$ cat src/sv/bdq_pkg.sv
// ----------------------------------------------------------------------------
// bdq_pkg
// Shared types and constants for the bounded deque with indexed read.
// ----------------------------------------------------------------------------
`default_nettype none

package bdq_pkg;

   localparam int DEF_CAPACITY   = 256;
   localparam int DEF_ELEM_WIDTH = 32;
   localparam int INDEX_W        = 8;
   localparam int OP_W           = 3;

   typedef enum logic [OP_W-1:0] {
      OP_PUSH_HEAD  = 3'd0,
      OP_PUSH_TAIL  = 3'd1,
      OP_POP_HEAD   = 3'd2,
      OP_POP_TAIL   = 3'd3,
      OP_READ_HEAD  = 3'd4,
      OP_READ_TAIL  = 3'd5,
      OP_READ_INDEX = 3'd6
   } bdq_op_type;

   typedef struct packed {
      logic ok;   // request took effect / read valid
      logic rd;   // result carries memory read data
   } bdq_flags_type;

endpackage

`default_nettype wire

$ cat src/sv/bdq_rsp.sv
// ----------------------------------------------------------------------------
// bdq_rsp
// Result stage waiting on RAM read data, followed by the output register.
// ----------------------------------------------------------------------------
`default_nettype none

module bdq_rsp
   import bdq_pkg::*;
#(
   parameter int ELEM_WIDTH = DEF_ELEM_WIDTH,
   parameter int CNT_W      = 9
) (
   input  wire logic                  clock,
   input  wire logic                  reset,
   input  wire logic                  accept,
   input  wire bdq_flags_type         flags,
   input  wire logic [CNT_W-1:0]      count_next,
   input  wire logic [ELEM_WIDTH-1:0] ram_data,
   output logic                       ready,
   input  wire logic                  rsp_tready,
   output logic                       rsp_tvalid,
   output logic [ELEM_WIDTH-1:0]      read_data,
   output logic                       accepted,
   output logic [CNT_W-1:0]           count
);

   logic                  s1_valid_ff;
   bdq_flags_type         s1_flags_ff;
   logic [CNT_W-1:0]      s1_count_ff;
   logic                  out_valid_ff;
   logic [ELEM_WIDTH-1:0] out_data_ff, out_data_in;
   logic                  out_ok_ff;
   logic [CNT_W-1:0]      out_count_ff;
   logic                  s1_move;

   assign s1_move     = s1_valid_ff & (~out_valid_ff | rsp_tready);
   assign ready       = ~s1_valid_ff | s1_move;
   assign out_data_in = s1_flags_ff.rd ? ram_data : '0;

   always_ff @(posedge clock) begin
      if (reset) begin
         s1_valid_ff  <= 1'b0;
         out_valid_ff <= 1'b0;
      end else begin
         if (accept) begin
            s1_valid_ff <= 1'b1;
         end else if (s1_move) begin
            s1_valid_ff <= 1'b0;
         end
         if (s1_move) begin
            out_valid_ff <= 1'b1;
         end else if (rsp_tready) begin
            out_valid_ff <= 1'b0;
         end
      end
   end

   always_ff @(posedge clock) begin
      if (accept) begin
         s1_flags_ff <= flags;
         s1_count_ff <= count_next;
      end
      if (s1_move) begin
         out_data_ff  <= out_data_in;
         out_ok_ff    <= s1_flags_ff.ok;
         out_count_ff <= s1_count_ff;
      end
   end

   assign rsp_tvalid = out_valid_ff;
   assign read_data  = out_data_ff;
   assign accepted   = out_ok_ff;
   assign count      = out_count_ff;

endmodule

`default_nettype wire

$ cat config.mk
export PLATFORM = sky130hd
export DESIGN_NAME = bdq_rsp
export DESIGN_NICKNAME = d
export VERILOG_FILES = /design/src/sv/bdq_pkg.sv /design/src/sv/bdq_rsp.sv
export SDC_FILE = /design/constraint.sdc
export NUM_CORES = 1
export LEC_CHECK = 0
export BUFFER_PORTS_ARGS = -buffer_cell sky130_fd_sc_hd__buf_2
export CAP_MARGIN = 15
export CORE_UTILIZATION = 25
export CTS_CLUSTER_SIZE = 25
export DETAILED_ROUTE_END_ITERATION = 8
export GPL_ROUTABILITY_DRIVEN = 0
export PLACE_DENSITY_LB_ADDON = 0.1
export SYNTH_ARGS = -nofsm -noshare
export SYNTH_HDL_FRONTEND = slang
export SYNTH_SLANG_ARGS = --single-unit
$ cat constraint.sdc
create_clock -name clock -period 2 [get_ports clock]
set_clock_uncertainty 0.15 [all_clocks]
set_input_delay 0.2 -clock clock [delete_from_list [all_inputs] [get_ports clock]]
set_output_delay 0.2 -clock clock [all_outputs]
set_load 0.005 [all_outputs]
-- Word-level counts from Yosys, hierarchy flattened
Index checks and enable logic that the tools add are counted.
- bitwise logic cells: 5
- reductions and logical operators: 2
- muxes and demuxes: 4
- operators with widths (cell ; count):
    $mux W1 ; 4
    $reduce_bool A2 Y1 ; 2
    $not A1 Y1 ; 2
    $or A1 B1 Y1 ; 2
    $and A1 B1 Y1 ; 1
- register bits after elaboration: 55

-- Longest topological paths before layout
Gate-level depths: netlist of run 1.
- word-level depth: 5
- mapped depth: 2
- gate-level depth less buffers: 2

-- Least setup slack after synthesis of run 1
No wires, ideal clock.
- kind: register to register
- start point: register out_valid_ff, in the netlist rsp_tvalid
- end point: register out_ok_ff, in the netlist accepted (enable)
- path slack: 0.026 ns
- buffers on the path: 0
- stages on the path, launching flop included: 3
- arrival: 1.421 ns
- cell sequence: dfxtp_1 > nand2b_1 > and2_1
- word-level cells in the longest chain between the ends: 3
- RTL lines (item ; line ; source):
    start, declared ; bdq_rsp.sv:30 ; logic out_valid_ff;
    start signal, assigned ; bdq_rsp.sv:43 ; out_valid_ff <= 1'b0;
    start signal, assigned ; bdq_rsp.sv:51 ; out_valid_ff <= 1'b1;
    start signal, assigned ; bdq_rsp.sv:53 ; out_valid_ff <= 1'b0;
    $not A1 Y1 ; bdq_rsp.sv:36 ; assign s1_move = s1_valid_ff & (~out_valid_ff | rsp_tready);
    $or A1 B1 Y1 ; bdq_rsp.sv:36 ;
    $and A1 B1 Y1 ; bdq_rsp.sv:36 ;
    named net s1_move ; bdq_rsp.sv:34 ; logic s1_move;
    end signal, assigned ; bdq_rsp.sv:65 ; out_ok_ff <= s1_flags_ff.ok;
    end, declared ; bdq_rsp.sv:32 ; logic out_ok_ff;
The timed path passes the listed nets, and every way through them passes these cells.
A chain may end at the register's enable or synchronous reset.

-- Final worst setup path of run 1
- start point: register s1_flags_ff[0] (netlist name)
- end point: register out_data_ff[30], in the netlist read_data[30], data pin
- RTL lines (item ; line ; source):
    start, declared ; bdq_rsp.sv:28 ; bdq_flags_type s1_flags_ff;
    start signal, assigned ; bdq_rsp.sv:60 ; s1_flags_ff <= flags;
    end signal, assigned ; bdq_rsp.sv:64 ; out_data_ff <= out_data_in;
    end, declared ; bdq_rsp.sv:31 ; logic [ELEM_WIDTH-1:0] out_data_ff, out_data_in;
No word-level cell between the ends.

==> out/qor.txt, run 1 <==
Vias in the first global route -> 1239
Element type at the critical path end -> flip-flop
Status -> completed
CTS Buf Count -> 5
Non-Filler Instances -> 304
Max Slew Vio Count -> 0
Top cells by area in the synthesized netlist -> edfxtp_1, and2_2, dfxtp_1
CP max stage delay -> 720 ps
Largest net degree at the start of global routing -> 43
Max_cap viols -> 0
Sequential-to-total area share from yosys stat -> 84.8%
Achievable frequency -> 693 MHz
Hold path start -> ram_data[17]
Clock network fraction of design power -> 31.4%
Synth area leader -> edfxtp_1
Worst slew pin tran -> 739 ps
Setup repair after global routing missed its margin -> false
Clk buf depth -> 2
Synthesized net count -> 144
Die W -> 89.7 um
WS Path Type -> flip-flop to flip-flop
Aggregate routed wire length -> 3.52 mm
Setup Buffers After CTS -> 0
Residual DRC -> 0
Crit share post-route -> 72.1%
Antenna diodes -> 0
WL/cell -> 11.6 um
Drt pass-1 iters -> 3
DRT iter0 DRCs -> 25
Total negative slack -> 0 ps
Reg power frac -> 60.7%
Routed Antenna Nets -> 0
Tot GR Track Use -> 8.93%
Initial Utilization -> 26.3%
Req. time, crit path -> 1910 ps
CTS root buf -> clkbuf_8
Peak VDD IR -> 0.375 mV
Layout Nets -> 251
Layout Utilization -> 37.3%
Clock insertion delay at the later pin of the skew report -> 300 ps
Delay-heaviest family, CP -> flip-flops
Total core area -> 0.00733 mm2
Routed vias/inst -> 3.79
Initial antenna violation count -> 0
Mapped cell area -> 0.00192 mm2
Internal power -> 1.82 mW
Syn avg cell area -> 19.8 um2
Worst Setup SP -> s1_flags_ff[0]
Worst setup margin -> 558 ps
R2R Path Start -> s1_flags_ff[0]
HPWL Detailed -> 2.36 mm
First-pass GRT wire length -> 5.64 mm
Die extent in y -> 89.7 um
CTS tree -> built
Pre-CTS setup slack -> 486 ps
Synthesized flop and latch total -> 55
Share of cells above drive strength 1 -> 63.9%
GR Overflow Total -> 0
# fillers -> 719
Routed vias -> 1152
Logic gate share of total power -> 7.9%
Cells after synthesis -> 97
Critical path buffer and inverter count -> 0
Number of distinct library cells after synthesis -> 9
CP arrival -> 1360 ps
IO Port Bufs -> 90
Slew headroom -> 50.7%
Min-delay worst type -> primary input to flip-flop
Yosys warnings -> 0
Slowest stage cell, crit path -> edfxtp_1
CTS resizes -> 0
CTS Hold Bufs -> 12
Cell Chain, Critical Path -> and2_2
Static Leak -> 1.12 nW
CP Launch Type -> flip-flop
Post-layout min period -> 1440 ps
Full die area -> 0.00805 mm2
Max H-tree Level -> 2
Switching share of power -> 19.3%
Area fraction of the dominant cell type after synthesis -> 82.7%
Row count -> 31
Hold Fails Final Rpt -> 0
Layout area overhead -> 42.0%
Io pins -> 91
Final setup viols -> 0
TritonCTS Sinks -> 55
Pwr dens -> 825 mW/mm2
Crit-path max FO -> 32
Clock-pin transition on the worst setup and hold timing paths -> 100 ps
P_sw -> 435 uW
Placed Cells -> 284
[stage by stage]
| step | hold slack [ps] | total power [mW] | area, um2 |
|---|---|---|---|
| 2_1_floorplan | 119 | 1.45 | 1920 |
| 3_3_place_gp | 220 | 1.56 | 2500 |
| 3_5_place_dp | 228 | 1.56 | 2500 |
| 4_1_cts | 25.4 | 2.29 | 2730 |
| 5_1_grt | 24.5 | 2.35 | 2730 |
| 6_report | 39.1 | 2.25 | 2730 |
[kinds of logic after synthesis]
logic type      count (synthesis)  share of synthesized area [%]
flops                          55                           84.8
simple gates                   35                           13.5
buf+inv                         5                           1.17
compound gates                  2                          0.520
[worst paths after layout]
kind                        end  slack, ps  cells past startpoint
setup / recovery  read_data[30]        560                      1
hold / removal    read_data[17]         40                      2
setup reg to reg  read_data[30]        560                      1
hold reg to reg        count[7]        280                      0
[sequential cells by signal, indices dropped and copies added (netlist names)]
name         cells
s1_count_ff      9
count            9
rsp_tvalid       1
read_data       32
s1_valid_ff      1
accepted         1
s1_flags_ff      2
[metal layers]
metal  track usage [%]  routed length [um]  vias up
li1                  -                   -      557
met1              8.83                1320      539
met2              16.6                1870       54
met3              3.64                 310        2
met4              3.28                  19        0
met5                 0                   0        -
[layout by cell type, fill, tap and decap left out]
cell type,instances
bufinv_16,1
clkinv_2,1
nand2b_1,1
buf_2,90
dfxtp_1,2
buf_12,1
dlygate4sd3_1,12
and2_2,33
clkbuf_8,5
edfxtp_1,53
a21oi_1,2
clkinv_1,1
nand3b_1,1
inv_1,2
[power by group through the flow]
stage / logic, mW / registers, mW / clock network [mW]
floorplan: 0.0596 / 1.39 / 0
global placement: 0.163 / 1.39 / 0
detailed placement: 0.165 / 1.40 / 0
CTS: 0.183 / 1.37 / 0.738
global route: 0.198 / 1.38 / 0.777
finish: 0.178 / 1.37 / 0.707
[synthesized netlist by cell type, drive strengths merged]
| cell | count |
|---|---|
| and2 | 33 |
| a21oi | 2 |
| clkbuf | 3 |
| edfxtp | 53 |
| nand2b | 1 |
| dfxtp | 2 |
| inv | 2 |
| nand3b | 1 |
[final cells by class]
class	instances	area [um2]	area share [%]
clock inverters	3	38.8	1.42
well taps	99	124	4.53
clock buffers	5	68.8	2.52
flip-flops and latches	55	1630	59.7
multi-input cells	37	272	9.94
repair buffers	103	591	21.6
inverters	2	7.51	0.275
No activity file was read; power rests on OpenSTA's default activity.
==> run 2: changes to the inputs <==
==> constraint.sdc (replaced) <==
create_clock -name clock -period 1.29 [get_ports clock]
set_clock_uncertainty 0.15 [all_clocks]
set_input_delay 0.129 -clock clock [delete_from_list [all_inputs] [get_ports clock]]
set_output_delay 0.129 -clock clock [all_outputs]
set_load 0.005 [all_outputs]
==> out/qor.txt, run 2 (synthesis results as in run 1) <==
Pwr dens -> 1160 mW/mm2
Placed Cells -> 287
Die W -> 89.7 um
Register area -> 0.00163 mm2
Min-delay worst type -> primary input to flip-flop
CTS tree -> built
CP max stage delay -> 340 ps
Largest register FFs -> 32
Die extent in y -> 89.7 um
Leading cell type in the layout, fill and taps excluded -> buf_2
Achievable frequency -> 808 MHz
Worst Setup SP -> rsp_tvalid
Max_cap viols -> 0
Slowest stage cell, crit path -> dfxtp_2
Routed vias -> 1275
WS Path Type -> flip-flop to flip-flop
Non-Filler Instances -> 338
Aggregate routed wire length -> 4.00 mm
Worst slew pin tran -> 269 ps
CTS Buf Count -> 5
Hold path start -> rsp_tready
GR Overflow Total -> 0
Multi-input logic area -> 273 um2
Critical path buffer and inverter count -> 1
Max H-tree Level -> 2
Clock-pin transition on the worst setup and hold timing paths -> 100 ps
Element type at the critical path end -> flip-flop
Io pins -> 91
Total core area -> 0.00733 mm2
WL/cell -> 11.8 um
R2R Path Start -> rsp_tvalid
Pwr Total -> 3.62 mW
Delay-heaviest family, CP -> flip-flops
DRT iter0 DRCs -> 13
Initial antenna violation count -> 0
Layout area overhead -> 61.8%
Slew headroom -> 82.1%
Worst setup margin -> 51.9 ps
Failing checks -> hold timing
Routed Antenna Nets -> 0
Most frequent cells in the layout -> buf_2, edfxtp_1, dlygate4sd3_1
Antenna diodes -> 0
Layout Utilization -> 42.5%
First-pass GRT wire length -> 6.50 mm
Drt pass-1 iters -> 3
TritonCTS Sinks -> 55
Crit share post-route -> 96.0%
Initial Utilization -> 26.3%
Vias in the first global route -> 1367
Crit-path max FO -> 16
Pre-CTS setup slack -> 62.9 ps
Setup Buffers After CTS -> 0
Static Leak -> 1.28 nW
Largest net degree at the start of global routing -> 33
IO Port Bufs -> 90
R2r setup slk -> 50 ps
Cell Chain, Critical Path -> nand2b_1, and2_4, buf_12
CTS resizes -> 0
Routed vias/inst -> 3.77
Max Slew Vio Count -> 0
Clk buf depth -> 2
Final setup viols -> 0
Hold Fails Final Rpt -> 2
Layout Nets -> 286
# fillers -> 689
Clock insertion delay at the later pin of the skew report -> 300 ps
Tot GR Track Use -> 10.4%
Req. time, crit path -> 1150 ps
Share of cells above drive strength 1 -> 56.5%
CP arrival -> 1100 ps
Status -> finished with violations
Peak VDD IR -> 0.622 mV
Setup repair after global routing missed its margin -> false
Row count -> 31
Post-layout min period -> 1240 ps
Residual DRC -> 0
Full die area -> 0.00805 mm2
CTS Hold Bufs -> 44
CTS root buf -> clkbuf_8
CP Launch Type -> flip-flop
Hold_ws -> -27.0 ps
## run 2: final timing paths
path	endpoint	cells after the start
worst max register to register	read_data[16]	3
worst min register to register	count[8]	0
worst max-delay path	read_data[16]	3
worst min-delay path	s1_valid_ff	3
## run 2: final cells by class
class	instances	share of cell area, %
Clock buffer	5	2.21
Clock inverter	2	1.21
Inverter	2	0.241
Multi-Input combinational cell	37	8.76
Sequential cell	55	52.4
Tap cell	99	3.98
Timing Repair Buffer	138	31.2
## run 2: tightest hold or removal path: stages
cell and delay (ps):
buf_2 80, nand3b_1 110, a21oi_1 60
## run 2: routing by layer
metal	global-route usage [%]	wire (um)
met2	17.6	1970
met3	3.47	272
met4	3.83	53
met1	12.3	1710
met5	0	0
## run 2: power breakdown
part	total [mW]	internal [mW]	switching, mW
Combinational	0.399	0.257	0.142
Sequential	2.11	2.08	0.0271
Clock	1.11	0.568	0.541
Total	3.62	2.91	0.710
## run 2: metrics by stage
step                      hold WS [ps]  cell area [um2]  TNS (ps)
after floorplan                   40.7             1930      -500
after global placement             151             2570         0
after detailed placement           153             2570         0
after CTS                        -37.6             3110         0
after global routing             -15.0             3110         0
final                            -27.0             3110         0
==> run 3: changes to the inputs <==
--- a/config.mk
+++ b/config.mk
@@ -7,6 +7,8 @@
 export LEC_CHECK = 0
 export BUFFER_PORTS_ARGS = -buffer_cell sky130_fd_sc_hd__buf_2
 export CAP_MARGIN = 15
+export CELL_PAD_IN_SITES_DETAIL_PLACEMENT = 1
+export CELL_PAD_IN_SITES_GLOBAL_PLACEMENT = 2
 export CORE_UTILIZATION = 25
 export CTS_CLUSTER_SIZE = 25
 export DETAILED_ROUTE_END_ITERATION = 8
==> out/qor.txt, run 3 (synthesis results as in run 1) <==
Max H-tree Level -> 2
Design Area, Final -> 0.00308 mm2
Status -> finished with violations
DRT iter0 DRCs -> 32
First-pass GRT wire length -> 6.73 mm
Worst slew pin tran -> 289 ps
TritonCTS Sinks -> 55
Crit-path max FO -> 24
Achievable frequency -> 809 MHz
Setup repair after global routing missed its margin -> false
CP Launch Type -> flip-flop
R2R cell count -> 3
Most frequent cells in the layout -> buf_2, edfxtp_1, dlygate4sd3_1
Element type at the critical path end -> flip-flop
Pwr dens -> 1120 mW/mm2
Die extent in y -> 89.7 um
GR Overflow Total -> 0
Pre-CTS setup slack -> 61.5 ps
Multi-input logic area -> 273 um2
WL/cell -> 12.4 um
Aggregate routed wire length -> 4.22 mm
CTS Buf Count -> 5
Peak VDD IR -> 0.424 mV
Total negative slack -> 0 ps
Largest register FFs -> 32
Io pins -> 91
Full die area -> 0.00805 mm2
Share of cells above drive strength 1 -> 56.7%
Worst setup margin -> 53.9 ps
CTS tree -> built
Final setup viols -> 0
Leading cell type in the layout, fill and taps excluded -> buf_2
Min-delay worst type -> primary input to flip-flop
Hold path cells -> 3
# fillers -> 775
Post-placement cell area -> 0.00254 mm2
CTS root buf -> clkbuf_8
Post-layout min period -> 1240 ps
Register area -> 0.00163 mm2
Placed Cells -> 287
Tot GR Track Use -> 10.6%
Routed vias -> 1289
Antenna diodes -> 0
Residual DRC -> 0
Routed Antenna Nets -> 0
Hold_ws -> -35.4 ps
Pwr Total -> 3.46 mW
Clk buf depth -> 2
Crit share post-route -> 95.8%
Layout area overhead -> 59.8%
Clock-pin transition on the worst setup and hold timing paths -> 100 ps
Failing checks -> hold timing
Initial Utilization -> 26.3%
IO Port Bufs -> 90
Row count -> 31
Max_cap viols -> 0
Non-Filler Instances -> 339
Drt pass-1 iters -> 2
Vias in the first global route -> 1462
Layout Utilization -> 42.0%
CP arrival -> 1100 ps
Initial antenna violation count -> 0
CTS Hold Bufs -> 44
Static Leak -> 1.26 nW
Req. time, crit path -> 1160 ps
Routed vias/inst -> 3.80
Layout Nets -> 286
Slew headroom -> 80.8%
Clock insertion delay at the later pin of the skew report -> 310 ps
Die W -> 89.7 um
Largest net degree at the start of global routing -> 25
Max Slew Vio Count -> 0
Hold Fails Final Rpt -> 2
HPWL Detailed -> 2.92 mm
Total core area -> 0.00733 mm2
WS Path Type -> flip-flop to flip-flop
run 3: changes by cell type in the layout (fill, tap and decap cells not counted):
cell,previous run,this run
buf_4,0,2
inv_6,0,1
buf_12,4,2
bufinv_16,1,0
clkinvlp_4,1,2
run 3: power breakdown:
part           internal [mW]  total [mW]  switching [mW]
sequential              2.08        2.11          0.0273
clock                  0.389       0.959           0.570
combinational          0.247       0.391           0.144
total                   2.72        3.46           0.741
run 3: final timing paths:
path / start / endpoint / slack (ps)
worst max-delay path: rsp_tvalid / read_data[24] / 50
worst min-delay path: rsp_tready / rsp_tvalid / -40
worst max register to register: rsp_tvalid / read_data[24] / 50
worst min register to register: s1_count_ff[7] / count[7] / 280
run 3: critical path: stages (launching register included):
cell and delay [ps]:
dfxtp_2 340, nand2b_1 90, and2_4 180, buf_12 180
run 3: what timing repair did:
item / in CTS / in global routing
buffers inserted: 0 / 0
gates resized for setup: 0 / 0
endpoints found under the hold margin: 45 / 2
run 3: final cells by class:
cell class	count	share of cell area, %
flip-flops and latches	55	53.1
well taps	99	4.03
clock buffers	5	2.24
repair buffers	138	30.8
inverters	2	0.244
clock inverters	3	0.773
multi-input cells	37	8.87
run 3: layer usage:
layer  vias to the layer above  global-route usage (%)  part of all wire [%]
met5                         -                       0                     0
met4                         0                    2.87                  0.81
met3                         4                    3.81                   7.3
met2                        54                    20.8                    54
met1                       605                    10.3                    38
li1                        626                       -                     -
