[config.mk]
export PLATFORM = sky130hd
export DESIGN_NAME = bdq_ctrl
export DESIGN_NICKNAME = d
export VERILOG_FILES = /design/src/sv/bdq_pkg.sv /design/src/sv/bdq_ctrl.sv
export SDC_FILE = /design/constraint.sdc
export NUM_CORES = 1
export LEC_CHECK = 0
export ABC_AREA = 1
export BUFFER_PORTS_ARGS = -buffer_cell sky130_fd_sc_hd__buf_2
export CAP_MARGIN = 20
export CORE_ASPECT_RATIO = 1.25
export CORE_MARGIN = 4
export CORE_UTILIZATION = 52
export DETAILED_ROUTE_END_ITERATION = 16
export GPL_ROUTABILITY_DRIVEN = 0
export PLACE_DENSITY = 0.83
export RECOVER_POWER = 100
export SYNTH_ARGS = -nofsm -noshare
export SYNTH_HDL_FRONTEND = slang
export SYNTH_SLANG_ARGS = --single-unit
[constraint.sdc]
create_clock -name clock -period 3.8 [get_ports clock]
set_input_delay 0.76 -clock clock [delete_from_list [all_inputs] [get_ports clock]]
set_output_delay 0.76 -clock clock [all_outputs]
set_load 0.01 [all_outputs]
[src/sv/bdq_pkg.sv]
// ----------------------------------------------------------------------------
// bdq_pkg
// Shared types and constants for the bounded deque with indexed read.
// ----------------------------------------------------------------------------
`default_nettype none

package bdq_pkg;

   localparam int DEF_CAPACITY   = 256;
   localparam int DEF_ELEM_WIDTH = 32;
   localparam int INDEX_W        = 8;
   localparam int OP_W           = 3;

   typedef enum logic [OP_W-1:0] {
      OP_PUSH_HEAD  = 3'd0,
      OP_PUSH_TAIL  = 3'd1,
      OP_POP_HEAD   = 3'd2,
      OP_POP_TAIL   = 3'd3,
      OP_READ_HEAD  = 3'd4,
      OP_READ_TAIL  = 3'd5,
      OP_READ_INDEX = 3'd6
   } bdq_op_type;

   typedef struct packed {
      logic ok;   // request took effect / read valid
      logic rd;   // result carries memory read data
   } bdq_flags_type;

endpackage

`default_nettype wire

[src/sv/bdq_ctrl.sv]
// ----------------------------------------------------------------------------
// bdq_ctrl
// Request decode, ring slot arithmetic and head/count state.
// ----------------------------------------------------------------------------
`default_nettype none

module bdq_ctrl
   import bdq_pkg::*;
#(
   parameter int CAPACITY   = DEF_CAPACITY,
   parameter int ELEM_WIDTH = DEF_ELEM_WIDTH,
   localparam int PTR_W     = $clog2(CAPACITY),
   localparam int CNT_W     = $clog2(CAPACITY + 1)
) (
   input  wire logic                  clock,
   input  wire logic                  reset,
   input  wire logic                  accept,
   input  wire bdq_op_type            op,
   input  wire logic [INDEX_W-1:0]    elem_index,
   input  wire logic [ELEM_WIDTH-1:0] elem_data,
   output logic                       wr_en,
   output logic [PTR_W-1:0]           wr_addr,
   output logic [ELEM_WIDTH-1:0]      wr_data,
   output logic                       rd_en,
   output logic [PTR_W-1:0]           rd_addr,
   output bdq_flags_type              flags,
   output logic [CNT_W-1:0]           count_next
);

   localparam int CMP_W = (CNT_W > INDEX_W) ? CNT_W : INDEX_W;
   localparam logic [PTR_W:0]   CAP_SUM = (PTR_W + 1)'(CAPACITY);
   localparam logic [CNT_W-1:0] CAP_CNT = CNT_W'(CAPACITY);
   localparam logic [PTR_W-1:0] LAST_SLOT = PTR_W'(CAPACITY - 1);

   logic [PTR_W-1:0] head_ff, head_in;
   logic [CNT_W-1:0] count_ff, count_in;
   logic             not_full, not_empty, idx_ok;
   logic             ok, rd, wen;
   logic [PTR_W-1:0] head_dec, head_inc, tail_slot, last_slot, index_slot;

   // head + off modulo CAPACITY, both operands below CAPACITY
   function automatic logic [PTR_W-1:0] slot_add(input logic [PTR_W-1:0] base,
                                                 input logic [PTR_W-1:0] off);
      logic [PTR_W:0] sum;
      sum = {1'b0, base} + {1'b0, off};
      if (sum >= CAP_SUM) begin
         sum = sum - CAP_SUM;
      end
      return sum[PTR_W-1:0];
   endfunction

   assign not_full   = (count_ff != CAP_CNT);
   assign not_empty  = (count_ff != '0);
   assign idx_ok     = (CMP_W'(elem_index) < CMP_W'(count_ff));
   assign head_dec   = (head_ff == '0) ? LAST_SLOT : head_ff - PTR_W'(1);
   assign head_inc   = slot_add(head_ff, PTR_W'(1));
   assign tail_slot  = slot_add(head_ff, PTR_W'(count_ff));
   assign last_slot  = slot_add(head_ff, PTR_W'(count_ff - CNT_W'(1)));
   assign index_slot = slot_add(head_ff, PTR_W'(elem_index));

   always_comb begin
      head_in  = head_ff;
      count_in = count_ff;
      ok       = 1'b0;
      rd       = 1'b0;
      wen      = 1'b0;
      wr_addr  = tail_slot;
      rd_addr  = head_ff;
      unique case (op)
         OP_PUSH_HEAD: begin
            wr_addr = head_dec;
            if (not_full) begin
               ok       = 1'b1;
               wen      = 1'b1;
               head_in  = head_dec;
               count_in = count_ff + CNT_W'(1);
            end
         end
         OP_PUSH_TAIL: begin
            if (not_full) begin
               ok       = 1'b1;
               wen      = 1'b1;
               count_in = count_ff + CNT_W'(1);
            end
         end
         OP_POP_HEAD: begin
            if (not_empty) begin
               ok       = 1'b1;
               head_in  = head_inc;
               count_in = count_ff - CNT_W'(1);
            end
         end
         OP_POP_TAIL: begin
            if (not_empty) begin
               ok       = 1'b1;
               count_in = count_ff - CNT_W'(1);
            end
         end
         OP_READ_HEAD: begin
            ok = not_empty;
            rd = not_empty;
         end
         OP_READ_TAIL: begin
            rd_addr = last_slot;
            ok      = not_empty;
            rd      = not_empty;
         end
         OP_READ_INDEX: begin
            rd_addr = index_slot;
            ok      = idx_ok;
            rd      = idx_ok;
         end
         default: begin
         end
      endcase
   end

   always_ff @(posedge clock) begin
      if (reset) begin
         head_ff  <= '0;
         count_ff <= '0;
      end else if (accept) begin
         head_ff  <= head_in;
         count_ff <= count_in;
      end
   end

   assign wr_en      = accept & wen;
   assign wr_data    = elem_data;
   assign rd_en      = accept;
   assign flags.ok   = ok;
   assign flags.rd   = rd;
   assign count_next = count_in;

`ifndef ASSERT_OFF
   a_count_bound: assert property (@(posedge clock) disable iff (reset)
      count_ff <= CAP_CNT)
      else $error("count exceeds capacity");

   a_reject_holds: assert property (@(posedge clock) disable iff (reset)
      accept && !ok |=> $stable(count_ff) && $stable(head_ff))
      else $error("rejected request changed state");

   a_write_grows: assert property (@(posedge clock) disable iff (reset)
      wr_en |=> count_ff == $past(count_ff) + CNT_W'(1))
      else $error("push did not grow count");

   a_read_no_write: assert property (@(posedge clock) disable iff (reset)
      !(rd && wen))
      else $error("read and write in one request");
`endif

endmodule

`default_nettype wire

# == Word-level counts from Yosys, hierarchy flattened ==
# Index checks and enable logic that the tools add are counted.
# totals
latch_bits,0
out_inout_bits,61
input_bits,46
ramBits,0
memories,0
mem_bits_ro,0
reg_bits,17
# op_classes
n_reduce_logical,8
shifts,0
n_addsub,11
div_mod_pow,0
bitwise,1
eq_ne,9
n_mul,0
n_lt_le_gt_ge,5
n_mux,18
# ops
operator,n
$mux 8,8
$sub 8x1->8 const B,5
$ge 9x9->1 const B,4
$pmux 8 s2,2
$add 8x8->9,3
$mux 9,2
$pmux 9 s2,1
$add 8x1->9 const B,1
$add 9x1->9 const B,1
$eq 3x3->1 const B,3
$lt 8x9->1,1
$ne 9x9->1 const B,1
$reduce_bool 9->1,1
$sub 9x1->9 const B,1
$logic_not 8->1,1
$eq 3x2->1 const B,2
$reduce_or 2->1,3
$ne 2x2->1 const B,2
$pmux 1 s4,1
$reduce_and 4->1,1
$eq 3x1->1 const B,1
$logic_not 3->1,1
$mux 1,3
$pmux 1 s2,1
other kinds (2),2

# == Depth between registers and ports, before layout ==
# Gate-level depths: netlist of run 1.
# logic_depth
word_depth,5
ltp_mapped,19
mapped_depth_nobuf,19

# == Least setup slack after synthesis of run 1 ==
# Ideal clock, no wire load.
# synth_path
kind,input-to-output
start,input op[1]
end,output rd_addr[4]
path_buffers,1
t_arrival_ns,2.482
slack_ns,0.558
cell_stages,9
cell_sequence,buf_2 -> nand3_2 -> inv_2 -> o21ai_0 -> ha_1 -> fa_1 -> a31oi_1 -> xor2_1 -> o21ai_0
# synth_between
elab_chain_cells,2
# synth_lines
element,line,rtl
start: declaration,bdq_ctrl.sv:18,"input wire bdq_op_type op,"
$eq 3x3->1,bdq_ctrl.sv:69,unique case (op)
$pmux 8 s2 (*),bdq_ctrl.sv:69,
end: declaration,bdq_ctrl.sv:25,"output logic [PTR_W-1:0] rd_addr,"
# Every way passes the cells marked *; elsewhere a longest branch is shown, timed or not.

# == Final worst setup path of run 1 ==
# layout_path
start,input op[2]
end,output rd_addr[6]
# Same word-level chain as after synthesis.

==> results of run 1 <==
==> per-layer routing <==
metal	vias up	track usage, %	part of all wire (%)
li1	1627	-	-
met1	1494	26.9	39
met2	172	40.0	49
met3	36	4.62	8.2
met4	0	12.6	4.2
met5	-	0	0
==> how the worst max path moves through the flow <==
stage	end	slack, ns	cells past startpoint
after global routing	rd_addr[7]	0.004	20
after global placement	rd_addr[2]	0.31	10
after detailed placement	rd_addr[2]	0.24	10
after floorplan	rd_addr[4]	0.56	9
final	rd_addr[6]	0.26	12
after CTS	rd_addr[2]	0.24	10
==> power by group through the flow <==
stage	sequential [mW]	clock (mW)	combinational (mW)
6_report	0.222	0.151	0.462
5_1_grt	0.224	0.166	0.525
4_1_cts	0.221	0.156	0.472
3_5_place_dp	0.225	0	0.470
3_3_place_gp	0.225	0	0.460
2_1_floorplan	0.212	0	0.385
==> cell type report <==
type                       instances  area (sq um)
clock buffer                       3          41.3
fill                             589          2550
sequential                        17           340
inverter                          63           236
multi-input combinational        377          2060
timing repair buffer              45           203
clock inverter                     1          7.51
tap                               64          80.1
==> kinds of logic (layout without fill, tap and decap cells) <==
kind of cell / Yosys count / after routing / share of synthesized area [%]
xor+xnor: 12 / 12 / 3.50
simple gates: 260 / 260 / 40.1
mux: 1 / 1 / 0.333
buf+inv: 109 / 112 / 18.7
flops: 17 / 17 / 11.3
fa+ha+maj: 29 / 29 / 12.6
compound gates: 75 / 75 / 13.4
==> cell usage after synthesis, drive strengths merged <==
library cell | count | share of area, %
a21o | 2 | 0.50
a21oi | 25 | 4.4
a31oi | 4 | 0.83
buf | 43 | 10
clkbuf | 3 | 0.37
dfxtp | 17 | 11
fa | 2 | 1.3
ha | 27 | 11
inv | 63 | 7.9
mux2i | 1 | 0.33
nand2 | 139 | 19
nand3 | 55 | 10
nand4 | 17 | 3.5
nor2 | 46 | 6.8
nor3 | 2 | 0.71
o211ai | 1 | 0.25
o21a | 1 | 0.25
o21ai | 39 | 6.5
o21bai | 1 | 0.25
o22ai | 1 | 0.21
o31ai | 1 | 0.25
or2 | 1 | 0.21
xnor2 | 1 | 0.29
xor2 | 11 | 3.2
==> tightest hold or removal path: cells and delay by family (launching register included) <==
kind / cells / cell delay [ns]
flops: 1 / 0.41
simple gates: 1 / 0.11
compound gates: 1 / 0.05
==> flip-flops by register name, summed over array words and instances, names as in the netlist <==
| register | count |
|---|---|
| head_ff | 8 |
| count_ff | 9 |
==> through the flow <==
step	instances	total power, mW
global placement	566	0.685
global route	570	0.915
detailed placement	566	0.695
finish	570	0.835
floorplan	503	0.598
CTS	570	0.849
==> run summary, run 1 <==
The post-route netlist has 8.30% of its cells at a drive strength greater than 1. The number of clock sinks came out at 17. Per report_power, the sequential group accounts for 26.6% of the total. Number of pins with negative max-slew slack in the final report: 0. Summing all non-filler instances in the final layout gives an area of 2970 sq um.

The run gives 578 as the number of nets in the synthesized netlist. The later pin in the worst-skew pair is clocked with a latency of 0.27 ns. The first-pass detailed-route iteration total came out at 5. The worst hold path terminates at head_ff[2].

For the pin with the worst max-slew slack, the measured transition is 1.04 ns. Counting along the longest clock path gives a buffer depth of 2. The tools report the part of the power in combinational logic as 55.3%.

In the post-route analysis, the smallest setup slack over all paths is 0.256 ns. Global routing used 23.3% of the available tracks. The total I/O pin count is 107, and the fraction of power consumed by the clock network is 18.1%. The setup check on the worst reg-to-reg path leaves a slack of 1.80 ns. For the placement-stage cell area, the log shows 2990 sq um.

The fraction of the core area covered by cells at the end of the flow was 53.8%. Row generation in the floorplan step produced 30 rows. The top cell types in the final layout, fill and taps aside, are nand2_1 (134), inv_1 (60), nand3_1 (52). Measured in cells, the most critical reg-to-reg path has a length of 11. The run gives 0 as the number of endpoints with negative hold slack in the final report. The number of endpoints failing setup at the final stage was 0.

The flow ran to the end, and the final reports show no timing, DRC or antenna violations. The number of clock buffers added by TritonCTS is 3. The detail-routed net length per standard cell is 14.5 um. The number of nets in the final layout is 582, and the minimum period implied by the final worst setup slack is 3.54 ns. The tools report the pre-CTS setup slack as 0.244 ns. The post-synthesis average cell area is 5.97 sq um, and the routed wire length is 8290 um.

TritonCTS built the clock tree. The depth of the CTS H-tree was 1; the maximum ir drop on the vdd rail was 147 uV. The endpoint identified for the worst register-to-register timing path is head_ff[0]. Buffers placed on the I/O ports in this run total 42. The root buffer cell chosen for the clock tree is clkbuf_8. After clock tree synthesis, the clock-pin slew on the worst setup and hold paths is 0.08 ns.

The clock arrives with 0.00386 ns of skew. The most numerous cell type found on the critical path is o21ai_0. In this run the tightest slew margin relative to its limit is 30.0%. The tools report the number of global-route vias before repair as 3109.

For the internal power contribution, the log shows 0.427 mW. Yosys printed 0 warnings. For the total negative slack, the log shows 0 ns. Static timing analysis puts the maximum clock frequency at 282 MHz.

The count of unresolved DRC violations after routing was 0. In this run, synthesis produced a sequential element count of 17. The maximum cell stage delay along the critical path is 0.43 ns, and the power per unit of standard cell area is 281 nW/um^2. The first global-routing pass estimated 13800 um of wire. The run gives 3329 as the routed via count. The analysis attributes to cell leakage a power of 1.62 nW. Once the floorplan was initialized, standard cells occupied 54.5% of the core. In the synthesized netlist, the number of instances is 503. The initial DRC count was 305. Of the total power, the share spent switching nets is 48.9%. The maximum fanout along the worst path was 13; the fraction of the yosys area taken by sequential cells was 11.3%. The data required time of the critical path was 3.04 ns. The portion of the clock cycle consumed by the worst path in the final layout came out at 93.3%. The total standard cell area after synthesis was 3010 sq um.

The startpoint identified for the worst hold timing path is head_ff[2]. Summed over all layers, the global routing overflow is 0. The tools report the launching element of the worst setup path as op[2]. Summed over all nets, the half-perimeter wirelength after detailed placement is 6620 um.

The total die area was 7070 sq um; the depth of the worst hold-timing path was 2. Area growth from synthesis to layout: -1.17%. The per-cell via count in the routed design is 5.84, and the number of gates resized after CTS is 0.

In this run the remaining antenna-violating nets after routing total 0. The capturing element type of the critical path is an output port. The category of the critical setup timing path was in -> out. The width of the die works out to 76.0 um. For the count of antenna diodes in the layout, the log shows 0.

The worst setup path is launched from an input port. The number of buffers and inverters on the critical path is 3. The number of antenna violations at the first check in global routing was 0.

Walking the worst path, the cells encountered are buf_2, nand3_2, inv_2, o21ai_0, ha_1, fa_1, nand4_1, nand3_1, xor2_1, nand2_1, o21ai_0, clkbuf_2. In this design, the largest share of critical-path delay is due to adder cells. The area of the core was 5520 sq um; the count of buffers added by post-CTS timing repair for setup was 0. Hold is met by 0.619 ns. The number of hold buffers added after CTS came out at 0.

The switching power summed over all nets came out at 0.408 mW. The vertical die dimension is 93.0 um. The most frequent standard cell in the layout excluding fill and tap cells is nand2_1. The critical path's slowest cell is fa_1. Max-cap violations in this run came to 0.

Setup repair after global routing left no endpoint under its margin. Data on the critical path arrives at its endpoint at 2.78 ns. The maximum number of pins on one net before global-route repair came out at 17. Class of the tightest hold or removal check: reg -> reg.

Yosys mapped the design onto 36 distinct sky130hd cell types. The startpoint identified for the worst register-to-register timing path is count_ff[0].
Note: power is estimated with default switching activity, not from simulation.
==> run 2, diff against run 1 <==
--- a/config.mk
+++ b/config.mk
@@ -7,13 +7,13 @@
 export LEC_CHECK = 0
 export ABC_AREA = 1
 export BUFFER_PORTS_ARGS = -buffer_cell sky130_fd_sc_hd__buf_2
-export CAP_MARGIN = 20
+export CAP_MARGIN = 25
 export CORE_ASPECT_RATIO = 1.25
 export CORE_MARGIN = 4
 export CORE_UTILIZATION = 52
 export DETAILED_ROUTE_END_ITERATION = 16
 export GPL_ROUTABILITY_DRIVEN = 0
-export PLACE_DENSITY = 0.83
+export PLACE_DENSITY = 0.82
 export RECOVER_POWER = 100
 export SYNTH_ARGS = -nofsm -noshare
 export SYNTH_HDL_FRONTEND = slang
==> run 2 against run 1 <==
Combinational power barely moved. First-iteration DRC count fell by 1.3%. Core utilization barely moved. Via count is 0.36% lower. Count of clock-buffer cells in the layout did not move. Critical endpoint unchanged.
==> run summary, run 2 (same netlist as run 1, synthesis figures left out) <==
The initial DRC count is 301 (was 305). The maximum fanout along the worst path works out to 13 (unchanged). The final antenna-violating net count came out at 0 (unchanged).

The number of antenna violations at the first check in global routing was 0 (unchanged). The per-cell via count in the routed design came out at 5.82 (was 5.84). The number of clock sinks was 17 (unchanged); the portion of the clock cycle consumed by the worst path in the final layout was 91.9% (was 93.3%).

The minimum period implied by the final worst setup slack was 3.49 ns (was 3.54 ns). The number of port buffers is 42 (unchanged). The largest clock skew in the final design is 0.00531 ns (was 0.00386 ns), and the data arrival at the endpoint of the critical path is 2.73 ns (was 2.78 ns). The highest attainable clock frequency is 286 MHz (was 282 MHz). The run gives 8430 um (was 8290 um) as the routed wire length. For the number of pins with negative max-slew slack in the final report, the log shows 0 (unchanged). The most frequent standard cell in the layout excluding fill and tap cells was nand2_1 (unchanged). Most prevalent standard cell on the critical path: o21ai_0 (unchanged). The tools report the capturing element type of the critical path as an output port (unchanged). Actual slew at the worst max-slew pin: 1.08 ns (was 1.04 ns).

Setup repair after global routing left no endpoint under its margin. The flow ran to the end, and the final reports show no timing, DRC or antenna violations. The total negative slack is 0 ns (unchanged), and the count of unresolved DRC violations after routing is 0 (unchanged). The tools report the total of max-cap violations as 0 (unchanged). The vertical die dimension works out to 93.0 um (unchanged).

The share of cells above drive strength 1 was 8.50% (was 8.30%); the post-route total power was 0.828 mW (was 0.835 mW). Worst-case headroom to the max-slew limit: 27.6% (was 30.0%). The kind of start point of the critical path is an input port (unchanged). For the post-detailed-placement half-perimeter wirelength, the log shows 6810 um (was 6620 um). Ordered list of cells on the worst path: clkbuf_4, nand3_2, inv_2, o21ai_0, ha_1, fa_1, nand4_1, nand3_1, xor2_1, nand2_1, o21ai_0, clkbuf_1 (was buf_2, nand3_2, inv_2, o21ai_0, ha_1, fa_1, nand4_1, nand3_1, xor2_1, nand2_1, o21ai_0, clkbuf_2). Commonest cells after routing, fill and taps aside: nand2_1 (134), inv_1 (58), nand3_1 (52) (was nand2_1 (134), inv_1 (60), nand3_1 (52)).

The detail-routed net length per standard cell works out to 14.8 um (was 14.5 um). The data required time of the critical path was 3.04 ns (about the same). The routed via count is 3317 (was 3329), and the static leakage is 1.61 nW (was 1.62 nW). The power per unit of standard cell area was 279 nW/um^2 (was 281 nW/um^2).

Category of the critical setup timing path: in -> out (unchanged). For the total die area, the log shows 7070 sq um (unchanged). The flip-flop count of the largest register after layout is 9 (unchanged), and the cell row count is 30 (unchanged). The maximum cell stage delay along the critical path works out to 0.42 ns (was 0.43 ns).

The starting density of the core is 54.5% (unchanged), and the number of global-route vias before repair is 3235 (was 3109). The width of the die was 76.0 um (unchanged); the maximum number of pins on one net before global-route repair was 17 (unchanged). The tools report the setup slack on the worst flop-to-flop path as 1.89 ns (was 1.80 ns). The tools report the worst setup slack after layout as 0.306 ns (was 0.256 ns).

The clock transition time at the flip-flop clock pins of the worst setup and hold paths is 0.08 ns (about the same). The critical path's slowest cell is fa_1 (unchanged). Area of the core: 5520 sq um (unchanged). The first-pass GRT wire length is 14500 um (was 13800 um), and the number of buffers and inverters on the critical path is 3 (unchanged). The total placed cells including tap cells was 566 (unchanged). The area growth from synthesis to layout was -1.12% (was -1.17%); the maximum ir drop on the vdd rail was 140 uV (was 147 uV). Smallest hold slack: 0.619 ns (about the same). Maximum count of clock buffers along a single path: 2 (unchanged). The run gives 3 (unchanged) as the number of clock buffers inserted by TritonCTS.

The number of endpoints with negative hold slack in the final report was 0 (unchanged). The top cell family by delay on the critical path is adder cells (unchanged). Buffer cell driving the clock tree root: clkbuf_8 (unchanged). The number of nets in the final layout is 582 (unchanged), and the count of antenna diodes in the layout is 0 (unchanged). Largest registers: count_ff (9), head_ff (8) (unchanged).

The run gives 24.1% (was 23.3%) as the overall routing resource usage. TritonCTS built the clock tree. The logs give 0 (unchanged) for the total overflow reported by the global router and 0 (unchanged) for the count of buffers added by post-CTS timing repair for setup. Pre-CTS setup slack: 0.251 ns (was 0.244 ns). The depth of the CTS H-tree came out at 1 (unchanged). The tools report the clock latency at the later pin of the worst-skew pair as 0.26 ns (was 0.27 ns).

The register with the most flip-flops is count_ff (unchanged). The number of cells in the finished layout apart from fillers is 570 (unchanged). The total I/O pin count was 107 (unchanged). The number of endpoints failing setup at the final stage is 0 (unchanged). For the first-pass detailed-route iteration total, the log shows 5 (unchanged). The class of the tightest hold or removal check is reg -> reg (unchanged).
[run 2: path summary, 6_finish.rpt]
check                                   end  cells after the start         from
worst max-delay path             rd_addr[6]                     12        op[2]
worst min-delay path             head_ff[2]                      2   head_ff[2]
worst max register to register  count_ff[6]                     10  count_ff[0]
worst min register to register   head_ff[2]                      2   head_ff[2]
[run 2: area by class of cell]
cell class	instances	area, sq um
Clock inverter	1	5.00
Sequential cell	17	340
Clock buffer	3	41.3
Fill cell	601	2550
Inverter	63	236
Timing Repair Buffer	45	200
Multi-Input combinational cell	377	2070
Tap cell	64	80.1
[run 2: report_power, final]
part	switching [mW]	internal, mW
Combinational	0.301	0.162
Clock	0.0704	0.0729
Sequential	0.0309	0.191
[run 2: stage by stage]
step,utilization (%),area [sq um]
finish,53.9,2970
detailed placement,54.2,2990
CTS,55.1,3040
global route,53.9,2970
global placement,54.2,2990
floorplan,-,3010
[run 2: routing by layer]
layer	up-vias	routed length, um	track usage, %
li1	1616	-	-
met1	1470	3090	27.4
met2	190	4190	42.4
met3	41	761	3.95
met4	0	382	13.4
met5	-	0	0
[run 2: timing repair]
item	4_1_cts	5_1_grt
setup endpoints to repair	0	1
hold buffers	0	0
gates resized for setup	0	6
[run 2: worst min-delay path: stages, from the launching register on]
cell	delay, ns
dfxtp_1	0.41
nand2_2	0.11
a21oi_2	0.05
